[src/hw/rtl/ngga_pkg.sv]
// Shared types, constants and helper functions for the GGA position parser.
package ngga_pkg;

   typedef enum logic [1:0] {
      ST_NOT_GGA   = 2'd0,
      ST_BAD_SUM   = 2'd1,
      ST_NO_CHANGE = 2'd2,
      ST_UPDATED   = 2'd3
   } status_type;

   localparam int RAW_W = 31;
   localparam logic [RAW_W-1:0] RAW_MAX = '1;
   localparam longint unsigned RAW_SPAN = 64'h8000_0000;  // 2^RAW_W
   localparam int POW_W = 24;

   localparam logic [2:0] HDR_LEN = 3'd6;
   localparam logic [2:0] FLD_LAT = 3'd2;
   localparam logic [2:0] FLD_NS = 3'd3;
   localparam logic [2:0] FLD_LON = 3'd4;
   localparam logic [2:0] FLD_EW = 3'd5;
   localparam logic [2:0] FLD_FIX = 3'd6;
   localparam logic [2:0] FLD_LAST = 3'd7;

   // number flag bits: stop, decimal point seen, then a 3-bit fraction count
   localparam int NF_STOP = 0;
   localparam int NF_DOT = 1;
   localparam int NF_FIX_STOP = 1;

   localparam logic [7:0] CH_DOLLAR = 8'h24;
   localparam logic [7:0] CH_STAR = 8'h2A;
   localparam logic [7:0] CH_COMMA = 8'h2C;
   localparam logic [7:0] CH_DOT = 8'h2E;
   localparam logic [7:0] CH_ZERO = 8'h30;
   localparam logic [7:0] CH_NINE = 8'h39;
   localparam logic [7:0] CH_UP_A = 8'h41;
   localparam logic [7:0] CH_UP_F = 8'h46;
   localparam logic [7:0] CH_LO_A = 8'h61;
   localparam logic [7:0] CH_LO_F = 8'h66;
   localparam logic [7:0] CH_G = 8'h47;
   localparam logic [7:0] CH_P = 8'h50;
   localparam logic [7:0] CH_N = 8'h4E;
   localparam logic [7:0] CH_S = 8'h53;
   localparam logic [7:0] CH_W = 8'h57;

   // conversion pipeline
   localparam int CONV_STAGES = 7;
   localparam longint unsigned DDMM_SCALE = 100;
   localparam int E7_DIGITS = 7;
   localparam int DEG_CAP = 180;
   localparam int E7_SCALE = 10000000;
   localparam int MIN_PER_DEG = 60;
   localparam int X_W = 30;
   localparam int RECIP_W = 25;
   localparam logic [RECIP_W-1:0] DIV60_RECIP = 25'd17895697;  // floor(2^30 / 60)

   typedef struct packed {
      status_type       status;
      logic [7:0]       fix;
      logic             update;
      logic [RAW_W-1:0] raw_lat;
      logic [RAW_W-1:0] raw_lon;
      logic             south;
      logic             west;
   } snap_type;

   typedef struct packed {
      logic       valid;
      status_type status;
      logic [7:0] fix;
      logic       update;
   } side_type;

   function automatic logic [POW_W-1:0] pow10(input logic [2:0] k);
      logic [POW_W-1:0] r;
      unique case (k)
         3'd0: r = 24'd1;
         3'd1: r = 24'd10;
         3'd2: r = 24'd100;
         3'd3: r = 24'd1000;
         3'd4: r = 24'd10000;
         3'd5: r = 24'd100000;
         3'd6: r = 24'd1000000;
         3'd7: r = 24'd10000000;
         default: r = 24'd1;
      endcase
      return r;
   endfunction

   function automatic logic [7:0] hdr_char(input logic [2:0] pos);
      logic [7:0] c;
      unique case (pos)
         3'd0: c = CH_DOLLAR;
         3'd1: c = CH_G;
         3'd2: c = CH_P;
         3'd3: c = CH_G;
         3'd4: c = CH_G;
         3'd5: c = CH_UP_A;
         default: c = 8'h00;
      endcase
      return c;
   endfunction

   function automatic logic is_digit(input logic [7:0] c);
      return (c >= CH_ZERO) && (c <= CH_NINE);
   endfunction

   // {valid, value}
   function automatic logic [4:0] hex_nibble(input logic [7:0] c);
      logic [4:0] r;
      r = 5'd0;
      if (is_digit(c)) begin
         r = {1'b1, c[3:0]};
      end else if ((c >= CH_UP_A && c <= CH_UP_F) || (c >= CH_LO_A && c <= CH_LO_F)) begin
         r = {1'b1, 4'(c[3:0] + 4'd9)};
      end
      return r;
   endfunction

endpackage

[src/hw/rtl/ngga_parser.sv]
// Per-byte sentence state: header match, checksum, field decode and fix commit.
module ngga_parser #(
   parameter int FRACTION_DIGITS = 5
) (
   input  logic               clock,
   input  logic               reset,
   input  logic               fire,
   input  logic [7:0]         char_byte,
   input  logic               sentence_end,
   output ngga_pkg::snap_type snap
);

   localparam logic [2:0] FD3 = 3'(FRACTION_DIGITS);

   typedef struct packed {
      logic [ngga_pkg::RAW_W-1:0] raw;
      logic [4:0]                 flags;
   } coord_type;

   function automatic coord_type coord_step(input logic [ngga_pkg::RAW_W-1:0] raw,
                                            input logic [4:0] nf, input logic [7:0] ch);
      coord_type  r;
      logic [2:0] fc;
      logic [35:0] v;
      logic       take;
      r.raw = raw;
      r.flags = nf;
      fc = nf[4:2];
      v = '0;
      take = 1'b0;
      if (!nf[ngga_pkg::NF_STOP]) begin
         if (ngga_pkg::is_digit(ch)) begin
            if (!nf[ngga_pkg::NF_DOT]) begin
               v = 36'(raw) * 36'(10) + 36'(ch[3:0]) * 36'(ngga_pkg::pow10(FD3));
               take = 1'b1;
            end else if (fc < FD3) begin
               fc = fc + 3'd1;
               r.flags[4:2] = fc;
               v = 36'(raw) + 36'(ch[3:0]) * 36'(ngga_pkg::pow10(3'(FD3 - fc)));
               take = 1'b1;
            end
         end else if (ch == ngga_pkg::CH_DOT && !nf[ngga_pkg::NF_DOT]) begin
            r.flags[ngga_pkg::NF_DOT] = 1'b1;
         end else begin
            r.flags[ngga_pkg::NF_STOP] = 1'b1;
         end
         if (take) begin
            r.raw = (v > 36'(ngga_pkg::RAW_MAX)) ? ngga_pkg::RAW_MAX : ngga_pkg::RAW_W'(v);
         end
      end
      return r;
   endfunction

   logic [2:0]                 hdr_pos_ff, hdr_pos_in;
   logic                       hdr_match_ff, hdr_match_in;
   logic [7:0]                 xor_ff, xor_in;
   logic                       after_star_ff, after_star_in;
   logic [1:0]                 hex_cnt_ff, hex_cnt_in;
   logic [7:0]                 rx_sum_ff, rx_sum_in;
   logic                       hex_bad_ff, hex_bad_in;
   logic [2:0]                 field_ff, field_in;
   logic [4:0]                 nflags_ff, nflags_in;
   logic [ngga_pkg::RAW_W-1:0] raw_lat_ff, raw_lat_in;
   logic [ngga_pkg::RAW_W-1:0] raw_lon_ff, raw_lon_in;
   logic                       south_ff, south_in;
   logic                       west_ff, west_in;
   logic [7:0]                 fix_acc_ff, fix_acc_in;
   logic                       fix_seen_ff, fix_seen_in;
   logic [7:0]                 stored_fix_ff, stored_fix_in;

   coord_type           cstep;
   logic [4:0]          hex_val;
   logic [7:0]          acc0;
   logic [7:0]          fix_new;
   logic                sum_ok;
   logic                update;
   ngga_pkg::status_type status;

   // one shared coordinate datapath, fed from whichever coordinate field is open
   assign cstep = coord_step((field_ff == ngga_pkg::FLD_LON) ? raw_lon_ff : raw_lat_ff,
                             nflags_ff, char_byte);
   assign hex_val = ngga_pkg::hex_nibble(char_byte);
   assign acc0 = nflags_ff[ngga_pkg::NF_STOP] ? fix_acc_ff : 8'd0;

   always_comb begin
      hdr_pos_in = hdr_pos_ff;
      hdr_match_in = hdr_match_ff;
      xor_in = xor_ff;
      after_star_in = after_star_ff;
      hex_cnt_in = hex_cnt_ff;
      rx_sum_in = rx_sum_ff;
      hex_bad_in = hex_bad_ff;
      field_in = field_ff;
      nflags_in = nflags_ff;
      raw_lat_in = raw_lat_ff;
      raw_lon_in = raw_lon_ff;
      south_in = south_ff;
      west_in = west_ff;
      fix_acc_in = fix_acc_ff;
      fix_seen_in = fix_seen_ff;

      if (hdr_pos_ff < ngga_pkg::HDR_LEN) begin
         if (!(char_byte == ngga_pkg::hdr_char(hdr_pos_ff) ||
               (hdr_pos_ff == 3'd2 && char_byte == ngga_pkg::CH_N))) begin
            hdr_match_in = 1'b0;
         end
         hdr_pos_in = hdr_pos_ff + 3'd1;
      end

      if (hdr_pos_ff != 3'd0) begin
         if (!after_star_ff) begin
            if (char_byte == ngga_pkg::CH_STAR) begin
               after_star_in = 1'b1;
            end else begin
               xor_in = xor_ff ^ char_byte;
               if (char_byte == ngga_pkg::CH_COMMA) begin
                  if (field_ff != ngga_pkg::FLD_LAST) field_in = field_ff + 3'd1;
                  nflags_in = '0;
               end else begin
                  unique case (field_ff)
                     ngga_pkg::FLD_LAT: begin
                        raw_lat_in = cstep.raw;
                        nflags_in = cstep.flags;
                     end
                     ngga_pkg::FLD_LON: begin
                        raw_lon_in = cstep.raw;
                        nflags_in = cstep.flags;
                     end
                     ngga_pkg::FLD_NS: begin
                        if (!nflags_ff[ngga_pkg::NF_STOP]) begin
                           nflags_in[ngga_pkg::NF_STOP] = 1'b1;
                           south_in = (char_byte == ngga_pkg::CH_S);
                        end
                     end
                     ngga_pkg::FLD_EW: begin
                        if (!nflags_ff[ngga_pkg::NF_STOP]) begin
                           nflags_in[ngga_pkg::NF_STOP] = 1'b1;
                           west_in = (char_byte == ngga_pkg::CH_W);
                        end
                     end
                     ngga_pkg::FLD_FIX: begin
                        // first byte of the field restarts the value, 8-bit wrap
                        nflags_in[ngga_pkg::NF_STOP] = 1'b1;
                        if (!nflags_ff[ngga_pkg::NF_STOP]) fix_seen_in = 1'b1;
                        if (nflags_ff[ngga_pkg::NF_FIX_STOP]) begin
                           fix_acc_in = fix_acc_ff;
                        end else if (ngga_pkg::is_digit(char_byte)) begin
                           fix_acc_in = 8'(12'(acc0) * 12'(10) + 12'(char_byte[3:0]));
                        end else begin
                           fix_acc_in = acc0;
                           nflags_in[ngga_pkg::NF_FIX_STOP] = 1'b1;
                        end
                     end
                     default: ;
                  endcase
               end
            end
         end else if (hex_cnt_ff < 2'd2) begin
            if (!hex_val[4]) hex_bad_in = 1'b1;
            else rx_sum_in = {rx_sum_ff[3:0], hex_val[3:0]};
            hex_cnt_in = hex_cnt_ff + 2'd1;
         end
      end
   end

   // end-of-sentence verdict, on the state after this beat
   always_comb begin
      sum_ok = after_star_in && (hex_cnt_in == 2'd2) && !hex_bad_in && (rx_sum_in == xor_in);
      fix_new = fix_seen_in ? fix_acc_in : stored_fix_ff;
      update = 1'b0;
      stored_fix_in = stored_fix_ff;
      if (hdr_pos_in < ngga_pkg::HDR_LEN || !hdr_match_in) begin
         status = ngga_pkg::ST_NOT_GGA;
      end else if (!sum_ok) begin
         status = ngga_pkg::ST_BAD_SUM;
      end else begin
         stored_fix_in = fix_new;
         update = (fix_new != 8'd0) && (raw_lat_in != '0) && (raw_lon_in != '0);
         status = update ? ngga_pkg::ST_UPDATED : ngga_pkg::ST_NO_CHANGE;
      end
   end

   assign snap.status = status;
   assign snap.fix = stored_fix_in;
   assign snap.update = update;
   assign snap.raw_lat = raw_lat_in;
   assign snap.raw_lon = raw_lon_in;
   assign snap.south = south_in;
   assign snap.west = west_in;

   always_ff @(posedge clock) begin
      if (reset || (fire && sentence_end)) begin
         hdr_pos_ff <= 3'd0;
         hdr_match_ff <= 1'b1;
         xor_ff <= 8'd0;
         after_star_ff <= 1'b0;
         hex_cnt_ff <= 2'd0;
         rx_sum_ff <= 8'd0;
         hex_bad_ff <= 1'b0;
         field_ff <= 3'd0;
         nflags_ff <= 5'd0;
         raw_lat_ff <= '0;
         raw_lon_ff <= '0;
         south_ff <= 1'b0;
         west_ff <= 1'b0;
         fix_acc_ff <= 8'd0;
         fix_seen_ff <= 1'b0;
      end else if (fire) begin
         hdr_pos_ff <= hdr_pos_in;
         hdr_match_ff <= hdr_match_in;
         xor_ff <= xor_in;
         after_star_ff <= after_star_in;
         hex_cnt_ff <= hex_cnt_in;
         rx_sum_ff <= rx_sum_in;
         hex_bad_ff <= hex_bad_in;
         field_ff <= field_in;
         nflags_ff <= nflags_in;
         raw_lat_ff <= raw_lat_in;
         raw_lon_ff <= raw_lon_in;
         south_ff <= south_in;
         west_ff <= west_in;
         fix_acc_ff <= fix_acc_in;
         fix_seen_ff <= fix_seen_in;
      end
      if (reset) begin
         stored_fix_ff <= 8'd0;
      end else if (fire && sentence_end) begin
         stored_fix_ff <= stored_fix_in;
      end
   end

endmodule

[src/hw/rtl/ngga_to_e7.sv]
// Pipelined DDMM.MMMMM to signed 1e-7 degree conversion with saturation.
module ngga_to_e7 #(
   parameter int FRACTION_DIGITS = 5,
   parameter int LIMIT_E7 = 900000000
) (
   input  logic                       clock,
   input  logic                       enable,
   input  logic [ngga_pkg::RAW_W-1:0] raw,
   input  logic                       neg,
   output logic signed [31:0]         e7
);

   localparam int RAW_W = ngga_pkg::RAW_W;
   localparam longint unsigned UNIT = 64'(ngga_pkg::pow10(3'(FRACTION_DIGITS)));
   localparam longint unsigned DIV_DEG = ngga_pkg::DDMM_SCALE * UNIT;
   localparam longint unsigned RECIP = ngga_pkg::RAW_SPAN / DIV_DEG;
   localparam longint unsigned MIN_MUL =
      64'(ngga_pkg::pow10(3'(ngga_pkg::E7_DIGITS - FRACTION_DIGITS)));
   localparam int QW = $clog2(RECIP + 1);
   localparam int RW = $clog2(DIV_DEG);
   localparam int PW = RAW_W + QW;
   localparam int XW = ngga_pkg::X_W;
   localparam int XPW = XW + ngga_pkg::RECIP_W;
   localparam int YW = ngga_pkg::RECIP_W;

   logic [RAW_W-1:0] raw0_ff, raw1_ff, raw2_ff;
   logic             neg0_ff, neg1_ff, neg2_ff, neg3_ff, neg4_ff, neg5_ff, neg6_ff;
   logic [QW-1:0]    qe1_ff, qe2_ff, q3_ff;
   logic [RAW_W-1:0] prod2_ff;
   logic [RW-1:0]    rem3_ff;
   logic [XW-1:0]    x4_ff, x5_ff;
   logic [7:0]       deg4_ff, deg5_ff;
   logic             sat4_ff, sat5_ff, sat6_ff;
   logic [YW-1:0]    ye5_ff, y6_ff;
   logic [30:0]      dp6_ff;

   logic [PW-1:0]    p1;
   logic [RAW_W-1:0] diff3;
   logic             ge3;
   logic [XPW-1:0]   p5;
   logic [XW-1:0]    r6;
   logic [31:0]      mag;
   logic [31:0]      mag_c;

   // degrees = raw / (100 * 10^FD): reciprocal estimate, low by at most one
   assign p1 = PW'(raw0_ff) * PW'(RECIP);
   assign diff3 = raw2_ff - prod2_ff;
   assign ge3 = diff3 >= RAW_W'(DIV_DEG);
   // minutes scaled to 1e-7 degree: (rem * 10^(7-FD)) / 60
   assign p5 = XPW'(x4_ff) * XPW'(ngga_pkg::DIV60_RECIP);
   assign r6 = x5_ff - XW'(XW'(ye5_ff) * XW'(ngga_pkg::MIN_PER_DEG));

   assign mag = 32'(dp6_ff) + 32'(y6_ff);
   assign mag_c = (sat6_ff || mag > 32'(LIMIT_E7)) ? 32'(LIMIT_E7) : mag;
   assign e7 = neg6_ff ? -$signed(mag_c) : $signed(mag_c);

   always_ff @(posedge clock) begin
      if (enable) begin
         raw0_ff <= raw;
         neg0_ff <= neg;

         qe1_ff <= p1[PW-1:RAW_W];
         raw1_ff <= raw0_ff;
         neg1_ff <= neg0_ff;

         prod2_ff <= RAW_W'(RAW_W'(qe1_ff) * RAW_W'(DIV_DEG));
         qe2_ff <= qe1_ff;
         raw2_ff <= raw1_ff;
         neg2_ff <= neg1_ff;

         q3_ff <= qe2_ff + QW'(ge3);
         rem3_ff <= RW'(ge3 ? diff3 - RAW_W'(DIV_DEG) : diff3);
         neg3_ff <= neg2_ff;

         x4_ff <= XW'(XW'(rem3_ff) * XW'(MIN_MUL));
         deg4_ff <= 8'(q3_ff);
         sat4_ff <= 32'(q3_ff) > 32'(ngga_pkg::DEG_CAP);
         neg4_ff <= neg3_ff;

         ye5_ff <= p5[XPW-1:XW];
         x5_ff <= x4_ff;
         deg5_ff <= deg4_ff;
         sat5_ff <= sat4_ff;
         neg5_ff <= neg4_ff;

         y6_ff <= ye5_ff + YW'(r6 >= XW'(ngga_pkg::MIN_PER_DEG));
         dp6_ff <= 31'(31'(deg5_ff) * 31'(ngga_pkg::E7_SCALE));
         sat6_ff <= sat5_ff;
         neg6_ff <= neg5_ff;
      end
   end

endmodule

[src/hw/rtl/nmea_gga_position_parser.sv]
// NMEA GGA parser top level: input register, byte parser, conversion pipeline, result register.
// Takes one NMEA byte per clock on req_ and gives one result beat on rsp_ for
// each sentence, in sentence order. A byte is registered on acceptance and parsed
// from the input register; on the last byte of a sentence the verdict and raw
// coordinates enter a 7-stage fixed-point conversion pipeline (two reciprocal
// multiplies for the divides by 100*10^FRACTION_DIGITS and by 60), followed by
// the result register. Bytes that end no sentence keep flowing while a result is
// stalled; a last byte waits in the input register until the pipeline can move.
// Stored latitude, longitude and fix are those after each sentence's commit and
// are shown with every result.
module nmea_gga_position_parser #(
   parameter int FRACTION_DIGITS = 5
) (
   input  logic               clock,
   input  logic               reset,
   input  logic               req_valid,
   output logic               req_stall,
   input  logic [7:0]         req_char_byte,
   input  logic               req_sentence_end,
   output logic               rsp_valid,
   input  logic               rsp_stall,
   output logic [1:0]         rsp_status,
   output logic signed [30:0] rsp_latitude_e7,
   output logic signed [31:0] rsp_longitude_e7,
   output logic [7:0]         rsp_fix_quality
);

   localparam int LAST = ngga_pkg::CONV_STAGES - 1;

   logic                  in_valid_ff;
   logic [7:0]            char_ff;
   logic                  end_ff;
   logic                  adv;
   logic                  fire;
   logic                  ready0;
   ngga_pkg::snap_type    snap;
   ngga_pkg::side_type    side_ff [ngga_pkg::CONV_STAGES];
   logic signed [31:0]    lat_e7;
   logic signed [31:0]    lon_e7;
   logic                  rsp_valid_ff;
   ngga_pkg::status_type  rsp_status_ff;
   logic [7:0]            rsp_fix_ff;
   logic signed [30:0]    stored_lat_ff;
   logic signed [31:0]    stored_lon_ff;

   assign adv = !rsp_valid_ff || !rsp_stall;
   assign fire = in_valid_ff && (!end_ff || adv);
   assign ready0 = !in_valid_ff || fire;
   assign req_stall = !ready0;

   ngga_parser #(
      .FRACTION_DIGITS(FRACTION_DIGITS)
   ) u_parser (
      .clock       (clock),
      .reset       (reset),
      .fire        (fire),
      .char_byte   (char_ff),
      .sentence_end(end_ff),
      .snap        (snap)
   );

   ngga_to_e7 #(
      .FRACTION_DIGITS(FRACTION_DIGITS),
      .LIMIT_E7       (900000000)
   ) u_lat (
      .clock (clock),
      .enable(adv),
      .raw   (snap.raw_lat),
      .neg   (snap.south),
      .e7    (lat_e7)
   );

   ngga_to_e7 #(
      .FRACTION_DIGITS(FRACTION_DIGITS),
      .LIMIT_E7       (1800000000)
   ) u_lon (
      .clock (clock),
      .enable(adv),
      .raw   (snap.raw_lon),
      .neg   (snap.west),
      .e7    (lon_e7)
   );

   always_ff @(posedge clock) begin
      if (reset) begin
         in_valid_ff <= 1'b0;
      end else if (ready0) begin
         in_valid_ff <= req_valid;
      end
      if (ready0 && req_valid) begin
         char_ff <= req_char_byte;
         end_ff <= req_sentence_end;
      end
   end

   // sideband travels alongside the conversion stages
   always_ff @(posedge clock) begin
      if (reset) begin
         for (int i = 0; i < ngga_pkg::CONV_STAGES; i++) begin
            side_ff[i] <= '0;
         end
      end else if (adv) begin
         side_ff[0].valid <= fire && end_ff;
         side_ff[0].status <= snap.status;
         side_ff[0].fix <= snap.fix;
         side_ff[0].update <= snap.update;
         for (int i = 1; i < ngga_pkg::CONV_STAGES; i++) begin
            side_ff[i] <= side_ff[i-1];
         end
      end
   end

   always_ff @(posedge clock) begin
      if (reset) begin
         rsp_valid_ff <= 1'b0;
         stored_lat_ff <= '0;
         stored_lon_ff <= '0;
      end else if (adv) begin
         rsp_valid_ff <= side_ff[LAST].valid;
         if (side_ff[LAST].valid && side_ff[LAST].update) begin
            stored_lat_ff <= 31'(lat_e7);
            stored_lon_ff <= lon_e7;
         end
      end
      if (adv && side_ff[LAST].valid) begin
         rsp_status_ff <= side_ff[LAST].status;
         rsp_fix_ff <= side_ff[LAST].fix;
      end
   end

   assign rsp_valid = rsp_valid_ff;
   assign rsp_status = rsp_status_ff;
   assign rsp_fix_quality = rsp_fix_ff;
   assign rsp_latitude_e7 = stored_lat_ff;
   assign rsp_longitude_e7 = stored_lon_ff;

`ifndef SYNTHESIS
   a_update_has_fix: assert property (@(posedge clock) disable iff (reset)
      rsp_valid_ff && rsp_status_ff == ngga_pkg::ST_UPDATED |-> rsp_fix_ff != 8'd0)
      else $error("updated position reported with zero fix");

   a_lat_in_range: assert property (@(posedge clock) disable iff (reset)
      rsp_valid_ff |-> stored_lat_ff <= 900000000 && stored_lat_ff >= -900000000)
      else $error("stored latitude beyond 90 degrees");

   a_pos_change_on_update: assert property (@(posedge clock) disable iff (reset)
      !$stable(stored_lat_ff) |-> rsp_valid_ff && rsp_status_ff == ngga_pkg::ST_UPDATED)
      else $error("stored latitude changed without an updated result");

   a_end_beat_held: assert property (@(posedge clock) disable iff (reset)
      in_valid_ff && end_ff && !adv |=> in_valid_ff && end_ff)
      else $error("sentence end beat dropped while pipeline held");
`endif

endmodule
[config.mk]
export PLATFORM = sky130hd
export DESIGN_NAME = nmea_gga_position_parser
export DESIGN_NICKNAME = d
export VERILOG_FILES = /design/src/hw/rtl/ngga_pkg.sv /design/src/hw/rtl/ngga_parser.sv /design/src/hw/rtl/ngga_to_e7.sv /design/src/hw/rtl/nmea_gga_position_parser.sv
export SDC_FILE = /design/constraint.sdc
export NUM_CORES = 2
export LEC_CHECK = 0
export BUFFER_PORTS_ARGS = -buffer_cell sky130_fd_sc_hd__buf_2
export CORE_AREA = 5 5 402 443
export DETAILED_ROUTE_END_ITERATION = 10
export DIE_AREA = 0 0 407 448
export GPL_ROUTABILITY_DRIVEN = 0
export GPL_TIMING_DRIVEN = 1
export PLACE_DENSITY = 0.75
export RECOVER_POWER = 50
export SYNTH_ARGS = -nofsm -noshare
export SYNTH_HDL_FRONTEND = slang
export SYNTH_HIERARCHICAL = 1
export SYNTH_SLANG_ARGS = --single-unit
[constraint.sdc]
create_clock -name clock -period 9.8 [get_ports clock]
set_input_delay 0.49 -clock clock [delete_from_list [all_inputs] [get_ports clock]]
set_output_delay 0.49 -clock clock [all_outputs]
set_load 0.02 [all_outputs]
==> impl_results.md <==
- Status: complete, but fails checks
- Failing checks: max-capacitance violations, max-slew violations
- Fin crit share: 94.5%
- Row count: 160
- RR Startpoint: u_parser/field_ff[0]
- Final setup viols: 0
- Max stage delay cell, worst path: o21ai_0
- Share of post-route cells with drive strength above 1: 3.84%
- Synth Instances: 8850
- Routed WL per cell: 18.0 µm
- Root Driver: clkbuf_16
- Reg2Reg Depth: 27
- Via/cell ratio: 5.74
- Rel. slew slack: -155%
- Antenna violations before repair: 2
- Setup crit end kind: flip-flop
- Grt ovf: 0
- Syn nets: 10.9k
- Placed inst area: 0.0922 mm²
- Fmax: 0.108 GHz
- Crit-path max cell delay: 660 ps
- Initial DRT Pass Iterations: 8
- CP startpoint kind: flip-flop
- Hold Path Sink: in_valid_ff
- Total core area: 0.173 mm²
- Die height: 448 µm
- Final Slew Violations: 628
- Most frequent cells in the layout: 1438 x ha_1, 1355 x inv_1, 741 x edfxtp_1
- Cell family with most CP delay: compound AO/OA/AOI/OAI gates
- Tot GR Track Use: 22.2%
- Die area: 0.182 mm²
- Critical path arrival: 9740 ps
- Buf+Inv Stages, Crit Path: 2
- Worst skew pair latency: 720 ps
- Port Buffer Count: 87
- Largest net degree at the start of global routing: 178
- Worst min path class: input port to flip-flop
- Max Root-Sink Buffers: 3
- Worst-margin pin slew: 3820 ps
- Clock skew: 26.6 ps
- Synthesized area per cell: 10.1 µm²
- Worst Setup Path Type: flip-flop to flip-flop
- Commonest non-fill, non-tap cell in the layout: ha_1
- Hold path cells: 2
- DRC violations left: 0
- Chip width: 407 µm
- Final Util: 55.5%
- Reg-to-reg critical path endpoint: side_ff[0][9]
- Sink Count: 919
- P&R area growth vs syn: 7.13%
- Synth Cell Area: 0.0894 mm²
- Max cap viols: 9
- Clock Pin Slew Worst Setup and Hold Paths: 60 ps
- Number of hold violations in the final report: 0
- Number of H-tree levels: 3
- DP HPWL: 160 mm
- Most used cell along the critical path: ha_1
- TritonCTS Buffers: 102
- YS warnings: 6
- Hold_sp: req_valid
- Crit-path max FO: 25
- Post-route cell area: 0.0958 mm²
- Post-Route WL: 203 mm
- Nets: 11.0k
- Iter 0 DRT Violations: 4715
- CTS tree: built
- R2R Setup Slk: 530 ps
- RSZ-0062 raised after global routing: false
- Final Critical Period: 9270 ps
- Io pins: 88
- Vias in the first global route: 66.5k
- Initial Util: 51.8%
- Global-route wire length before repair: 332 mm
- Worst path required time: 10270 ps
- DRT antenna net count: 0
- Vias: 64.8k
- Setup TNS: 0 ps
[layout make-up]
| cell class | instances | area (µm²) |
|---|---|---|
| timing repair buffer | 139 | 728 |
| multi-input combinational | 6395 | 57700 |
| clock inverter | 78 | 1030 |
| tap | 2268 | 2840 |
| clock buffer | 114 | 2600 |
| inverter | 1360 | 5100 |
| fill | 14500 | 76800 |
| antenna | 4 | 10.0 |
| sequential | 919 | 25800 |
[registers in the layout (all words and copies together) (netlist names), 25 cells and up]
signal               count
rsp_latitude_e7         31
rsp_longitude_e7        32
side_ff                 84
u_lat/raw0_ff           31
u_lat/raw1_ff           31
u_lat/raw2_ff           31
u_lat/x4_ff             28
u_lat/x5_ff             28
u_lat/y6_ff             25
u_lat/ye5_ff            25
u_lon/raw0_ff           31
u_lon/raw1_ff           31
u_lon/raw2_ff           31
u_lon/x4_ff             28
u_lon/x5_ff             28
u_lon/y6_ff             25
u_lon/ye5_ff            25
u_parser/raw_lat_ff     31
u_parser/raw_lon_ff     31
[metal layers]
layer | vias up | part of all wire (%) | GRT usage, %
li1 | 30800 | - | -
met5 | - | 0 | 0
met3 | 595 | 5.7 | 3.15
met4 | 0 | 4.8 | 9.22
met1 | 31300 | 40 | 26.5
met2 | 2071 | 50 | 40.0
[per-stage QoR]
stage               instances  hold WS, ps  worst slack (ps)
CTS                     11300         23.4               646
floorplan                8850          400              1960
detailed placement      11100          405               687
global route            11300         50.7               120
finish                  11300         99.3               534
global placement        11100          401               954
[worst max-delay path by stage]
| stage | startpoint | end | slack (ps) | depth (start not counted) |
|---|---|---|---|---|
| 2_1_floorplan | u_parser/field_ff[0] | side_ff[0][0] | 1960 | 33 |
| 3_3_place_gp | u_parser/nflags_ff[2] | side_ff[0][9] | 950 | 27 |
| 3_5_place_dp | u_parser/nflags_ff[2] | side_ff[0][9] | 690 | 27 |
| 4_1_cts | u_parser/nflags_ff[2] | side_ff[0][9] | 650 | 27 |
| 5_1_grt | u_lat/ye5_ff[3] | u_lat/y6_ff[24] | 120 | 38 |
| 6_report | u_parser/field_ff[0] | side_ff[0][9] | 530 | 27 |
[what timing repair did]
| action | 4_1_cts | 5_1_grt |
|---|---|---|
| setup endpoints to repair | 0 | 2 |
| setup buffers | 0 | 0 |
| hold buffers | 9 | 0 |
| hold endpoints to repair | 9 | 0 |
| gates resized for setup | 0 | 1 |
Power is not shown: default switching activity piles up to over one toggle a cycle in this logic, so the estimate is an artifact.
